--- src/rtl/core/footswitch_bypass_relay_controller_core_assert.svh ---
// Assertion macros shared by the footswitch bypass relay controller core.
// Each macro is a clocked property that is disabled while reset is low.
`ifndef FOOTSWITCH_BYPASS_RELAY_CONTROLLER_CORE_ASSERT_SVH
`define FOOTSWITCH_BYPASS_RELAY_CONTROLLER_CORE_ASSERT_SVH

// The antecedent implies the consequent in the same cycle.
`define FBRC_ASSERT_NOW(name, clk, rst_n, ante, cons) \
  name: assert property (@(posedge clk) disable iff (!rst_n) (ante) |-> (cons)) \
    else $error("fbrc assertion failed");

// The antecedent implies the consequent in the next cycle.
`define FBRC_ASSERT_NEXT(name, clk, rst_n, ante, cons) \
  name: assert property (@(posedge clk) disable iff (!rst_n) (ante) |=> (cons)) \
    else $error("fbrc assertion failed");

`endif

--- src/rtl/core/fbrc_pkg.sv ---
// Package for the footswitch bypass relay controller core.
// Holds phase and register index codes and the structs passed between modules.
package fbrc_pkg;

  localparam int unsigned CfgW    = 8;
  localparam int unsigned CfgIdxW = 2;

  typedef enum logic [1:0] {
    PH_STARTUP = 2'd0,
    PH_WAIT    = 2'd1,
    PH_PHOTO   = 2'd2,
    PH_DRIVE   = 2'd3
  } phase_e;

  typedef enum logic [CfgIdxW-1:0] {
    CFG_PHOTO_TICKS    = 2'd0,
    CFG_PULSE_TICKS    = 2'd1,
    CFG_DEBOUNCE_TICKS = 2'd2,
    CFG_LATCHING_RELAY = 2'd3
  } cfg_idx_e;

  typedef struct packed {
    logic [CfgW-1:0] photo_ticks;
    logic [CfgW-1:0] pulse_ticks;
    logic [CfgW-1:0] debounce_ticks;
    logic            latching_relay;
  } cfg_t;

  typedef struct packed {
    logic set_pin;
    logic reset_pin;
    logic hold_pin;
    logic coupler_pin;
    logic led_pin;
  } pins_t;

  typedef struct packed {
    pins_t pins;
    logic  busy;
  } res_t;

  localparam logic [CfgW-1:0] PhotoTicksRst    = 8'd5;
  localparam logic [CfgW-1:0] PulseTicksRst    = 8'd5;
  localparam logic [CfgW-1:0] DebounceTicksRst = 8'd10;
  localparam logic [1:0]      CountSat         = 2'd2;

endpackage

--- src/rtl/core/fbrc_step.sv ---
// Per-tick engine of the footswitch bypass relay controller: phase, timer,
// debounce counters and pin state, advanced once per beat. Uses fbrc_pkg.
module fbrc_step #(
  parameter int unsigned TIMER_WIDTH = 8
) (
  input  logic            clk_i,
  input  logic            rst_ni,
  input  logic            adv_i,
  input  logic            foot_i,
  input  logic            mode_i,
  input  fbrc_pkg::cfg_t  cfg_i,
  output fbrc_pkg::res_t  res_o
);

  fbrc_pkg::phase_e       phase_q, phase_d;
  logic [TIMER_WIDTH-1:0] tmr_q, tmr_d;
  logic                   first_q, first_d;
  logic [1:0]             press_q, press_d;
  logic [1:0]             rel_q, rel_d;
  logic                   effect_q, effect_d;
  fbrc_pkg::pins_t        pins_q, pins_d;

  always_comb begin
    logic                   last;
    logic                   do_toggle;
    logic                   do_drive;
    logic                   do_finish;
    logic                   do_sample;
    logic [TIMER_WIDTH-1:0] photo_ld;
    logic [TIMER_WIDTH-1:0] pulse_ld;

    phase_d   = phase_q;
    tmr_d     = tmr_q;
    first_d   = first_q;
    press_d   = press_q;
    rel_d     = rel_q;
    effect_d  = effect_q;
    pins_d    = pins_q;
    do_toggle = 1'b0;
    do_drive  = 1'b0;
    do_finish = 1'b0;
    do_sample = 1'b0;
    last      = (tmr_q <= TIMER_WIDTH'(1));
    photo_ld  = TIMER_WIDTH'(cfg_i.photo_ticks);
    pulse_ld  = TIMER_WIDTH'(cfg_i.pulse_ticks);

    case (phase_q)
      fbrc_pkg::PH_STARTUP: begin
        if (!cfg_i.latching_relay || last) begin
          pins_d.reset_pin = 1'b0;
          do_sample        = 1'b1;
        end else begin
          tmr_d = tmr_q - TIMER_WIDTH'(1);
        end
      end
      fbrc_pkg::PH_WAIT: begin
        if (last) begin
          // Act only when both samples agree.
          if (foot_i == first_q) begin
            if (foot_i) begin
              press_d = 2'd0;
              if (rel_q == 2'd0 && !mode_i) begin
                rel_d     = 2'd1;
                do_toggle = 1'b1;
              end else begin
                rel_d = fbrc_pkg::CountSat;
              end
            end else begin
              rel_d = 2'd0;
              if (press_q == 2'd0) begin
                press_d   = 2'd1;
                do_toggle = 1'b1;
              end else begin
                press_d = fbrc_pkg::CountSat;
              end
            end
          end
          do_sample = !do_toggle;
        end else begin
          tmr_d = tmr_q - TIMER_WIDTH'(1);
        end
      end
      fbrc_pkg::PH_PHOTO: begin
        if (last) begin
          do_drive = 1'b1;
        end else begin
          tmr_d = tmr_q - TIMER_WIDTH'(1);
        end
      end
      fbrc_pkg::PH_DRIVE: begin
        if (last) begin
          do_finish = 1'b1;
        end else begin
          tmr_d = tmr_q - TIMER_WIDTH'(1);
        end
      end
      default: begin
        do_sample = 1'b1;
      end
    endcase

    // Zero-length phases fall through to the next one within the same tick.
    if (do_toggle) begin
      pins_d.coupler_pin = 1'b1;
      tmr_d              = photo_ld;
      if (photo_ld == '0) begin
        do_drive = 1'b1;
      end else begin
        phase_d = fbrc_pkg::PH_PHOTO;
      end
    end

    if (do_drive) begin
      if (cfg_i.latching_relay) begin
        if (effect_q) begin
          pins_d.reset_pin = 1'b1;
          pins_d.led_pin   = 1'b0;
        end else begin
          pins_d.set_pin = 1'b1;
          pins_d.led_pin = 1'b1;
        end
      end else begin
        pins_d.hold_pin = !effect_q;
        pins_d.led_pin  = !effect_q;
      end
      tmr_d = pulse_ld;
      if (pulse_ld == '0) begin
        do_finish = 1'b1;
      end else begin
        phase_d = fbrc_pkg::PH_DRIVE;
      end
    end

    if (do_finish) begin
      pins_d.set_pin     = 1'b0;
      pins_d.reset_pin   = 1'b0;
      pins_d.coupler_pin = 1'b0;
      effect_d           = !effect_q;
      do_sample          = 1'b1;
    end

    if (do_sample) begin
      first_d = foot_i;
      tmr_d   = TIMER_WIDTH'(cfg_i.debounce_ticks);
      phase_d = fbrc_pkg::PH_WAIT;
    end

    res_o.pins = pins_d;
    res_o.busy = (phase_d == fbrc_pkg::PH_PHOTO) || (phase_d == fbrc_pkg::PH_DRIVE);
  end

  always_ff @(posedge clk_i or negedge rst_ni) begin
    if (!rst_ni) begin
      phase_q  <= fbrc_pkg::PH_STARTUP;
      tmr_q    <= TIMER_WIDTH'(fbrc_pkg::PulseTicksRst);
      first_q  <= 1'b0;
      press_q  <= 2'd0;
      rel_q    <= fbrc_pkg::CountSat;
      effect_q <= 1'b0;
      pins_q   <= '{set_pin: 1'b0, reset_pin: 1'b1, hold_pin: 1'b0,
                    coupler_pin: 1'b0, led_pin: 1'b0};
    end else if (adv_i) begin
      phase_q  <= phase_d;
      tmr_q    <= tmr_d;
      first_q  <= first_d;
      press_q  <= press_d;
      rel_q    <= rel_d;
      effect_q <= effect_d;
      pins_q   <= pins_d;
    end
  end

`include "footswitch_bypass_relay_controller_core_assert.svh"

  `FBRC_ASSERT_NOW(a_coils_exclusive, clk_i, rst_ni, 1'b1, !(pins_q.set_pin && pins_q.reset_pin))
  `FBRC_ASSERT_NOW(a_wait_unmuted, clk_i, rst_ni, phase_q == fbrc_pkg::PH_WAIT, !pins_q.coupler_pin)
  `FBRC_ASSERT_NOW(a_drive_muted, clk_i, rst_ni, phase_q == fbrc_pkg::PH_DRIVE, pins_q.coupler_pin)

endmodule

--- src/rtl/core/fbrc_out_buf.sv ---
// Two-entry result buffer of the footswitch bypass relay controller core.
// Lets a new beat enter while an earlier result waits. Uses fbrc_pkg.
module fbrc_out_buf (
  input  logic           clk_i,
  input  logic           rst_ni,
  input  logic           push_i,
  input  fbrc_pkg::res_t data_i,
  output logic           room_o,
  output logic           valid_o,
  input  logic           ready_i,
  output fbrc_pkg::res_t data_o
);

  fbrc_pkg::res_t mem_q [2];
  logic           wr_q, rd_q;
  logic [1:0]     cnt_q, cnt_d;
  logic           pop;

  assign pop     = valid_o && ready_i;
  assign valid_o = (cnt_q != 2'd0);
  assign room_o  = (cnt_q != 2'd2) || ready_i;
  assign data_o  = mem_q[rd_q];

  always_comb begin
    cnt_d = cnt_q;
    case ({push_i, pop})
      2'b10:   cnt_d = cnt_q + 2'd1;
      2'b01:   cnt_d = cnt_q - 2'd1;
      default: cnt_d = cnt_q;
    endcase
  end

  always_ff @(posedge clk_i) begin
    if (push_i) begin
      mem_q[wr_q] <= data_i;
    end
  end

  always_ff @(posedge clk_i or negedge rst_ni) begin
    if (!rst_ni) begin
      wr_q  <= 1'b0;
      rd_q  <= 1'b0;
      cnt_q <= 2'd0;
    end else begin
      cnt_q <= cnt_d;
      if (push_i) begin
        wr_q <= !wr_q;
      end
      if (pop) begin
        rd_q <= !rd_q;
      end
    end
  end

`include "footswitch_bypass_relay_controller_core_assert.svh"

  `FBRC_ASSERT_NOW(a_no_overflow, clk_i, rst_ni, push_i && cnt_q == 2'd2, pop)
  `FBRC_ASSERT_NOW(a_count_bound, clk_i, rst_ni, 1'b1, cnt_q != 2'd3)
  `FBRC_ASSERT_NEXT(a_push_seen, clk_i, rst_ni, push_i && !pop && cnt_q == 2'd0, valid_o)

endmodule

--- src/rtl/core/footswitch_bypass_relay_controller_core.sv ---
// Top level of the footswitch bypass relay controller core: ports, config
// registers, input register. Uses fbrc_pkg, fbrc_step and fbrc_out_buf.
//
//   channel   signals                                   role
//   input     in_valid_i / in_ready_o, foot/mode level  one tick per beat
//   output    out_valid_o / out_ready_i, pins and busy  one result per tick
//   config    cfg_valid_i / cfg_ready_o, index, data    register write
//
// A beat lands in the input register, then combinational logic updates the
// phase, timer and pins and writes the result into a two-entry buffer: one
// beat per cycle sustained while the buffer has room.
// Reset restarts in the startup pulse phase with default register values.
// A stalled output holds the buffer; input keeps flowing until it is full.
module footswitch_bypass_relay_controller_core #(
  parameter int unsigned TIMER_WIDTH = 8
) (
  input  logic                                 clk_i,
  input  logic                                 rst_ni,
  input  logic                                 in_valid_i,
  output logic                                 in_ready_o,
  input  logic                                 foot_level_i,
  input  logic                                 mode_level_i,
  output logic                                 out_valid_o,
  input  logic                                 out_ready_i,
  output logic                                 relay_set_pin_o,
  output logic                                 relay_reset_pin_o,
  output logic                                 relay_hold_pin_o,
  output logic                                 coupler_pin_o,
  output logic                                 led_pin_o,
  output logic                                 busy_res_o,
  input  logic                                 cfg_valid_i,
  output logic                                 cfg_ready_o,
  input  logic [fbrc_pkg::CfgIdxW-1:0]         cfg_index_i,
  input  logic [fbrc_pkg::CfgW-1:0]            cfg_data_i
);

  fbrc_pkg::cfg_t cfg_q;
  logic           in_v_q;
  logic           foot_q, mode_q;
  logic           adv, buf_room;
  fbrc_pkg::res_t res_d, res_out;

  assign cfg_ready_o = 1'b1;

  always_ff @(posedge clk_i or negedge rst_ni) begin
    if (!rst_ni) begin
      cfg_q <= '{photo_ticks: fbrc_pkg::PhotoTicksRst,
                 pulse_ticks: fbrc_pkg::PulseTicksRst,
                 debounce_ticks: fbrc_pkg::DebounceTicksRst,
                 latching_relay: 1'b1};
    end else if (cfg_valid_i) begin
      case (fbrc_pkg::cfg_idx_e'(cfg_index_i))
        fbrc_pkg::CFG_PHOTO_TICKS:    cfg_q.photo_ticks    <= cfg_data_i;
        fbrc_pkg::CFG_PULSE_TICKS:    cfg_q.pulse_ticks    <= cfg_data_i;
        fbrc_pkg::CFG_DEBOUNCE_TICKS: cfg_q.debounce_ticks <= cfg_data_i;
        fbrc_pkg::CFG_LATCHING_RELAY: cfg_q.latching_relay <= cfg_data_i[0];
        default:                      cfg_q                <= cfg_q;
      endcase
    end
  end

  // Advance the held beat whenever the buffer can take its result.
  assign adv        = in_v_q && buf_room;
  assign in_ready_o = !in_v_q || adv;

  always_ff @(posedge clk_i or negedge rst_ni) begin
    if (!rst_ni) begin
      in_v_q <= 1'b0;
    end else if (in_ready_o) begin
      in_v_q <= in_valid_i;
    end
  end

  always_ff @(posedge clk_i) begin
    if (in_ready_o && in_valid_i) begin
      foot_q <= foot_level_i;
      mode_q <= mode_level_i;
    end
  end

  fbrc_step #(
    .TIMER_WIDTH(TIMER_WIDTH)
  ) u_step (
    .clk_i (clk_i),
    .rst_ni(rst_ni),
    .adv_i (adv),
    .foot_i(foot_q),
    .mode_i(mode_q),
    .cfg_i (cfg_q),
    .res_o (res_d)
  );

  fbrc_out_buf u_out_buf (
    .clk_i  (clk_i),
    .rst_ni (rst_ni),
    .push_i (adv),
    .data_i (res_d),
    .room_o (buf_room),
    .valid_o(out_valid_o),
    .ready_i(out_ready_i),
    .data_o (res_out)
  );

  assign relay_set_pin_o   = res_out.pins.set_pin;
  assign relay_reset_pin_o = res_out.pins.reset_pin;
  assign relay_hold_pin_o  = res_out.pins.hold_pin;
  assign coupler_pin_o     = res_out.pins.coupler_pin;
  assign led_pin_o         = res_out.pins.led_pin;
  assign busy_res_o        = res_out.busy;

endmodule
--- config.mk ---
export PLATFORM = sky130hd
export DESIGN_NAME = footswitch_bypass_relay_controller_core
export DESIGN_NICKNAME = d
export VERILOG_FILES = /design/src/rtl/core/fbrc_pkg.sv /design/src/rtl/core/fbrc_step.sv /design/src/rtl/core/fbrc_out_buf.sv /design/src/rtl/core/footswitch_bypass_relay_controller_core.sv
export VERILOG_INCLUDE_DIRS = /design/src /design/src/rtl/core
export SDC_FILE = /design/constraint.sdc
export NUM_CORES = 1
export LEC_CHECK = 0
export ABC_AREA = 1
export BUFFER_PORTS_ARGS = -buffer_cell sky130_fd_sc_hd__buf_4
export CORE_UTILIZATION = 50
export DETAILED_ROUTE_END_ITERATION = 12
export PLACE_DENSITY = 0.72
export SLEW_MARGIN = 20
export SYNTH_ARGS = -nofsm -noshare
export SYNTH_HDL_FRONTEND = slang
export SYNTH_HIERARCHICAL = 1
export SYNTH_SLANG_ARGS = --single-unit
export TNS_END_PERCENT = 1
--- constraint.sdc ---
create_clock -name clk_i -period 6.6 [get_ports clk_i]
set_clock_uncertainty 0.2 [all_clocks]
set_input_delay 1.32 -clock clk_i [delete_from_list [all_inputs] [get_ports clk_i]]
set_output_delay 1.32 -clock clk_i [all_outputs]
set_load 0.05 [all_outputs]
==> summary.md, run 1 <==
| Metric | Value |
|---|---|
| Initial Util | `52.6%` |
| Most used DFF post-synth | `dfrtp_1` |
| Number of I/O pins | `26` |
| Hold Vio Cnt, Final | `0` |
| Die height | `87.0 um` |
| Leakage power | `2.02 nW` |
| Setup bufs post-CTS | `0` |
| Setup TNS | `0 ns` |
| Placer congestion estimate | `0.878` |
| Post-synthesis cell area | `3610 um^2` |
| Mean Syn Cell Area | `7.97 um^2` |
| Routed WL | `7.91 mm` |
| Synth top area cells | `dfrtp_1, nand2_1, edfxtp_1` |
| DR iter-0 viols | `248` |
| Core Area | `6870 um^2` |
| First-pass DRT Iterations | `5` |
| Hold depth | `2` |
| Seq cells post-synth | `65` |
| Worst min path class | `reg2reg` |
| Overall power | `1.68 mW` |
| DIE WIDTH | `87.0 um` |
| IO Port Bufs | `24` |
| Status | `complete, no violations` |
| Fin nets | `496` |
| R2R cell count | `13` |
| RSZ-0062 raised after global routing | `no` |
| Critical Path RT | `5.08 ns` |
| Sequential fraction of the synthesis area | `47.4%` |
| Final period util | `52.1%` |
| Global-route wire length before repair | `13.4 mm` |
| Vias per cell | `5.14` |
| Async SR Flop Fraction | `78.5%` |
| Initial antenna violation count | `0` |
| Power per cell area | `420 nW/um^2` |
| Yosys top cell by area | `dfrtp_1` |
| Htree depth | `3` |
| CP Class | `in2out` |
| Post-synth cell types | `37` |
| Minimum clock period | `3.44 ns` |
| Drc violations | `0` |
| CP Data Arrival Time | `1.92 ns` |
| Syn_nets | `473` |
| Critical path endpoint category | `output port` |
| Cts repair resizes | `0` |
| Critical path startpoint category | `input port` |
| Post-synthesis cell count | `453` |
| Post-Layout Cell Count | `577` |
| Hold slack final | `0.269 ns` |
| EDFF count, synth | `14` |
| Fmax | `291 MHz` |
| TritonCTS Sinks | `65` |
| DP Wirelength | `5.72 mm` |
| Worst-skew pair later-pin latency | `0.35 ns` |
| Gr ovfl total | `0` |
| Vias in the first global route | `2862` |
| Critical path fanouts, max | `3` |
| Yosys warns | `6` |
| Via count | `2967` |
| Diodes inserted | `0` |
| Total GRT Usage | `23.7%` |
| Max-slew violations | `0` |
| Standard-cell rows | `30` |
| Fillers | `654` |
| Maximum VDD drop | `215 uV` |
| Dpl cells | `561` |
| CTS tree | `done` |
| Worst slew margin relative to its limit | `58.1%` |
| Final WS setup | `3.16 ns` |
| Routed Antenna Nets | `0` |
| Worst slack, placed | `3.09 ns` |
| Post-synth top cells | `nand2_1, inv_1, dfrtp_1, nand3_1, nor2_1` |
| Most frequent cell after synthesis | `nand2_1` |
| Layout cells sized above 1 | `17.0%` |
| Post-synth top area share | `27.7%` |
| Clock tree buffer depth | `2` |
| CTS Hold Buffers Added | `0` |
| Max_cap viols | `0` |
| Routed len/inst | `13.7 um` |
| Cts bufs inserted | `9` |
| Largest net degree at the start of global routing | `52` |
| Die area | `7570 um^2` |
| Final Setup Violations | `0` |
| Area grow syn2layout | `11.1%` |
| CTS root buffer | `clkbuf_8` |
| Actual slew at the worst max-slew pin | `0.628 ns` |
| Clk slew on worst S/H paths | `0.08 ns` |
==> flip-flops by register name, indices dropped and copies added, names as in the netlist <==
register / count
cfg_q: 25
u_out_buf/mem_q: 12
u_step/tmr_q: 8
u_step/pins_q: 5
u_out_buf/cnt_q: 2
u_step/phase_q: 2
u_step/press_q: 2
u_step/rel_q: 2
foot_q: 1
in_v_q: 1
mode_q: 1
u_out_buf/rd_q: 1
u_out_buf/wr_q: 1
u_step/effect_q: 1
u_step/first_q: 1
==> cell families after synthesis <==
group                    after synthesis  share of synthesized area (%)
adder cells (fa/ha/maj)                3                           1.04
XOR/XNOR                               7                           1.70
AO/OA/AOI/OAI                         32                           4.96
AND/OR/NAND/NOR                      279                           36.2
flip-flops                            65                           47.4
buffers and inverters                 66                           8.66
other                                  1                          0.104
==> cell type report <==
cell class	count	area, um^2	area share, %
Sequential cell	65	1710	42.6
Timing Repair Buffer	24	180	4.49
Multi-Input combinational cell	322	1590	39.6
Inverter	54	203	5.05
Tap cell	96	120	2.99
Clock buffer	9	124	3.09
Clock inverter	7	86.3	2.15
==> worst max-delay path, stage by stage <==
cell and delay (ns):
buf_4 0.12, nor2_1 0.09, nand2_1 0.07, inv_1 0.07, nand2_1 0.06, buf_4 0.19
==> per-stage QoR <==
stage | util [%] | instance area [um^2]
finish | 58.4 | 4010
global route | 58.4 | 4010
CTS | 58.4 | 4010
detailed placement | 55.3 | 3800
global placement | 55.3 | 3800
floorplan | - | 3610
==> routing by layer <==
| metal | vias to the layer above | global-route usage, % | wire length (um) |
|---|---|---|---|
| met5 | - | 0 | 0 |
| met4 | 0 | 7.88 | 157 |
| met3 | 17 | 4.64 | 337 |
| met2 | 94 | 38.5 | 3710 |
| met1 | 1368 | 31.9 | 3710 |
| li1 | 1488 | - | - |
==> power breakdown <==
| part | switching (mW) | total, mW | internal, mW |
|---|---|---|---|
| logic | 0.465 | 0.688 | 0.223 |
| registers | 0.0956 | 0.637 | 0.542 |
| clock network | 0.176 | 0.358 | 0.182 |
==> worst paths after layout <==
path | start | to | slack [ns]
max in group asynchronous | rst_ni | cfg_q[23] | 4.99
setup reg to reg | u_step/tmr_q[0] | u_step/pins_q[2] | 3.91
setup / recovery | out_ready_i | in_ready_o | 3.16
hold reg to reg | cfg_q[4] | cfg_q[4] | 0.27
min in group asynchronous | rst_ni | u_step/press_q[0] | 0.80
hold / removal | cfg_q[4] | cfg_q[4] | 0.27
==> layout by cell type, fill, tap and decap left out, types with 2 or more instances in the layout <==
cell / synthesis / final
dfstp_2: 11 / 11
clkinv_4: 0 / 2
nand2_4: 4 / 4
nor2_4: 5 / 5
nor2_1: 24 / 24
xnor2_1: 3 / 3
nand3_1: 27 / 27
inv_8: 0 / 2
o21ai_1: 9 / 9
ha_1: 3 / 3
nand2_2: 4 / 4
xor2_1: 4 / 4
nand4_1: 22 / 22
nand2_1: 181 / 181
clkbuf_8: 0 / 9
nand3_4: 3 / 3
inv_2: 5 / 5
inv_1: 48 / 48
nand3_2: 3 / 3
edfxtp_1: 14 / 14
o21ai_0: 12 / 12
dfrtp_1: 40 / 40
a21oi_1: 4 / 4
nor2_2: 3 / 3
buf_4: 1 / 24
No activity file was read; power rests on OpenSTA's default activity.
==> inputs of run 2 (changes only) <==
--- a/config.mk
+++ b/config.mk
@@ -6,7 +6,7 @@
 export SDC_FILE = /design/constraint.sdc
 export NUM_CORES = 1
 export LEC_CHECK = 0
-export ABC_AREA = 1
+export ABC_AREA = 0
 export BUFFER_PORTS_ARGS = -buffer_cell sky130_fd_sc_hd__buf_4
 export CORE_UTILIZATION = 50
 export DETAILED_ROUTE_END_ITERATION = 12
==> constraint.sdc (replaced) <==
create_clock -name clk_i -period 3.5 [get_ports clk_i]
set_clock_uncertainty 0.2 [all_clocks]
set_input_delay 0.7 -clock clk_i [delete_from_list [all_inputs] [get_ports clk_i]]
set_output_delay 0.7 -clock clk_i [all_outputs]
set_load 0.05 [all_outputs]
==> summary.md, run 2 <==
| Metric | Value |
|---|---|
| Htree depth | `3` |
| Final Setup Violations | `0` |
| Post-Synth Adder-Cell Area | `1.16%` |
| Synth Area in Compound Gates | `12.0%` |
| Worst r2r src | `foot_q` |
| Critical Path, Cell by Cell | `or3_1 > mux2_4 > nor2_1 > nor3_1 > nor4b_1 > o22ai_1` |
| Critical path endpoint category | `flop` |
| Die height | `82.4 um` |
| Gr ovfl total | `0` |
| RSZ-0062 raised after global routing | `no` |
| Simple-Gate Fraction of Synth Area | `15.6%` |
| CP Class | `reg2reg` |
| Post-synthesis cell count | `274` |
| Routed Antenna Nets | `0` |
| DIE WIDTH | `82.4 um` |
| Fmax | `352 MHz` |
| Critical path fanouts, max | `11` |
| Synth top area cells | `dfrtp_1, edfxtp_1, mux2_2` |
| Die area | `6800 um^2` |
| Area grow syn2layout | `13.8%` |
| EDFF count, synth | `14` |
| Sequential fraction of the synthesis area | `52.9%` |
| Max-slew violations | `0` |
| Maximum VDD drop | `460 uV` |
| Post-synth top area share | `30.9%` |
| Yosys top cell by area | `dfrtp_1` |
| Placer congestion estimate | `0.880` |
| Vias per cell | `5.99` |
| Number of I/O pins | `26` |
| Slowest cell on crit path | `nor2_1` |
| Critical Path Max Stage Delay | `0.61 ns` |
| Post-synth cell types | `61` |
| Reg with most FFs | `cfg_q` |
| Fin nets | `321` |
| Xor and xnor area share after synthesis | `3.52%` |
| Area of the multi-input gates | `1450 um^2` |
| Cts bufs inserted | `9` |
| Most frequent cell after synthesis | `dfrtp_1` |
| Dpl cells | `365` |
| Final period util | `81.1%` |
| Post-synthesis cell area | `3240 um^2` |
| Vias in the first global route | `2146` |
| Clock tree buffer depth | `2` |
| Standard-cell rows | `28` |
| Initial antenna violation count | `0` |
| Async SR Flop Fraction | `78.5%` |
| Largest register FFs | `25` |
| Actual slew at the worst max-slew pin | `0.846 ns` |
| Design Area, Final | `3680 um^2` |
| Worst min path class | `in2async` |
| CP Data Arrival Time | `2.90 ns` |
| Total GRT Usage | `22.2%` |
| Post-synth top cells | `dfrtp_1, mux2_2, a21oi_1, nor2_1, edfxtp_1` |
| Most used DFF post-synth | `dfrtp_1` |
| TritonCTS Sinks | `65` |
| Diodes inserted | `0` |
| Worst R2R End | `u_step/tmr_q[0]` |
| Final core occ | `60.4%` |
| Global-route wire length before repair | `10.8 mm` |
| Worst slew margin relative to its limit | `43.2%` |
| Layout cells sized above 1 | `33.0%` |
| Hold Vio Cnt, Final | `0` |
| Seq cells post-synth | `65` |
| Minimum clock period | `2.84 ns` |
| Setup bufs post-CTS | `0` |
| Leakage power | `1.46 nW` |
| DR iter-0 viols | `247` |
| Cts repair resizes | `0` |
| First-pass DRT Iterations | `4` |
| Overall power | `2.71 mW` |
| R2R cell count | `6` |
| Top Registers | `cfg_q (25), u_out_buf/mem_q (12), u_step/tmr_q (8)` |
| Fillers | `509` |
| Power per cell area | `736 nW/um^2` |
| CTS tree | `done` |
| Initial Util | `53.1%` |
| Sequential cell area | `1710 um^2` |
| Commonest non-fill, non-tap cell in the layout | `dfrtp_1` |
| Worst-skew pair later-pin latency | `0.35 ns` |
| CTS root buffer | `clkbuf_8` |
| Yosys warns | `6` |
| Critical path startpoint category | `flop` |
| Reg-to-reg slack, setup | `0.66 ns` |
| Largest net degree at the start of global routing | `52` |
| Syn_nets | `294` |
| Critical Path RT | `3.56 ns` |
| Post-Layout Cell Count | `381` |
| Placed cell area | `3460 um^2` |
| Core Area | `6100 um^2` |
| Drc violations | `0` |
| IO Port Bufs | `24` |
| Via count | `2282` |
| Setup TNS | `0 ns` |
| Max_cap viols | `0` |
| DP Wirelength | `4.46 mm` |
| Post-synthesis mux area share | `12.3%` |
| Mean Syn Cell Area | `11.8 um^2` |
| Status | `complete, no violations` |
| CTS Hold Buffers Added | `0` |
| Most frequent cells in the layout | `dfrtp_1, mux2_2, buf_4, a21oi_1, nor2_1` |
| Main combinational cell family by area after synthesis | `simple AND/OR/NAND/NOR gates` |
| Routed WL | `6.47 mm` |
| Clk slew on worst S/H paths | `0.08 ns` |
| Routed len/inst | `17.0 um` |
-- run 2: cell types whose count changed after synthesis, moves of 8 or more --
cell and change:
a21oi_1 +17, inv_1 -43, mux2_2 +32, nand2_1 -169, nand3_1 -23, nand4_1 -21, nor2_1 -8, nor3_1 +8
-- run 2: how the worst max path moves through the flow --
stage / startpoint / to / slack (ns)
2_1_floorplan: out_ready_i / u_step/press_q[1] / 1.06
3_3_place_gp: foot_q / u_step/tmr_q[1] / 0.77
3_5_place_dp: u_step/tmr_q[0] / u_out_buf/mem_q[0][5] / 0.79
4_1_cts: foot_q / u_step/tmr_q[0] / 0.72
5_1_grt: foot_q / u_step/tmr_q[0] / 0.49
6_report: foot_q / u_step/tmr_q[0] / 0.66
-- run 2: critical path: cells and delay by family, from the launching register on --
kind | cells | cell delay, ns
AOI/OAI and AO/OA | 1 | 0.15
DFF | 1 | 0.47
muxes | 1 | 0.36
and+or+nand+nor | 4 | 1.57
-- run 2: area by class of cell --
type | count | share of cell area (%)
clock buffer | 9 | 3.36
clock inverter | 7 | 2.55
inverter | 5 | 0.510
multi-input combinational | 194 | 39.3
sequential | 65 | 46.4
tap | 75 | 2.55
timing repair buffer | 26 | 5.30
-- run 2: through the flow --
| stage | setup slack [ns] | hold WS [ns] |
|---|---|---|
| global route | 0.491 | 0.213 |
| CTS | 0.720 | 0.183 |
| finish | 0.663 | 0.172 |
| floorplan | 1.06 | 0.204 |
| global placement | 0.770 | 0.266 |
| detailed placement | 0.790 | 0.274 |
-- run 2: kinds of logic (layout without fill, tap and decap cells) --
group | Yosys count | after routing
mux | 34 | 34
simple gates | 82 | 82
compound gates | 61 | 61
other cells | 1 | 1
xor+xnor | 13 | 13
flops | 65 | 65
fa+ha+maj | 3 | 3
buf+inv | 15 | 47
-- run 2: routing by layer --
layer | global-route usage [%] | wire [um] | up-vias
met5 | 0 | 0 | -
met1 | 32.4 | 3190 | 1120
li1 | - | - | 1077
met3 | 5.60 | 313 | 11
met2 | 31.1 | 2860 | 74
met4 | 9.65 | 112 | 0
-- run 2: power breakdown --
group,total [mW],internal (mW),switching [mW]
combinational,0.852,0.384,0.468
sequential,1.16,0.981,0.178
clock,0.698,0.400,0.297
total,2.71,1.77,0.944
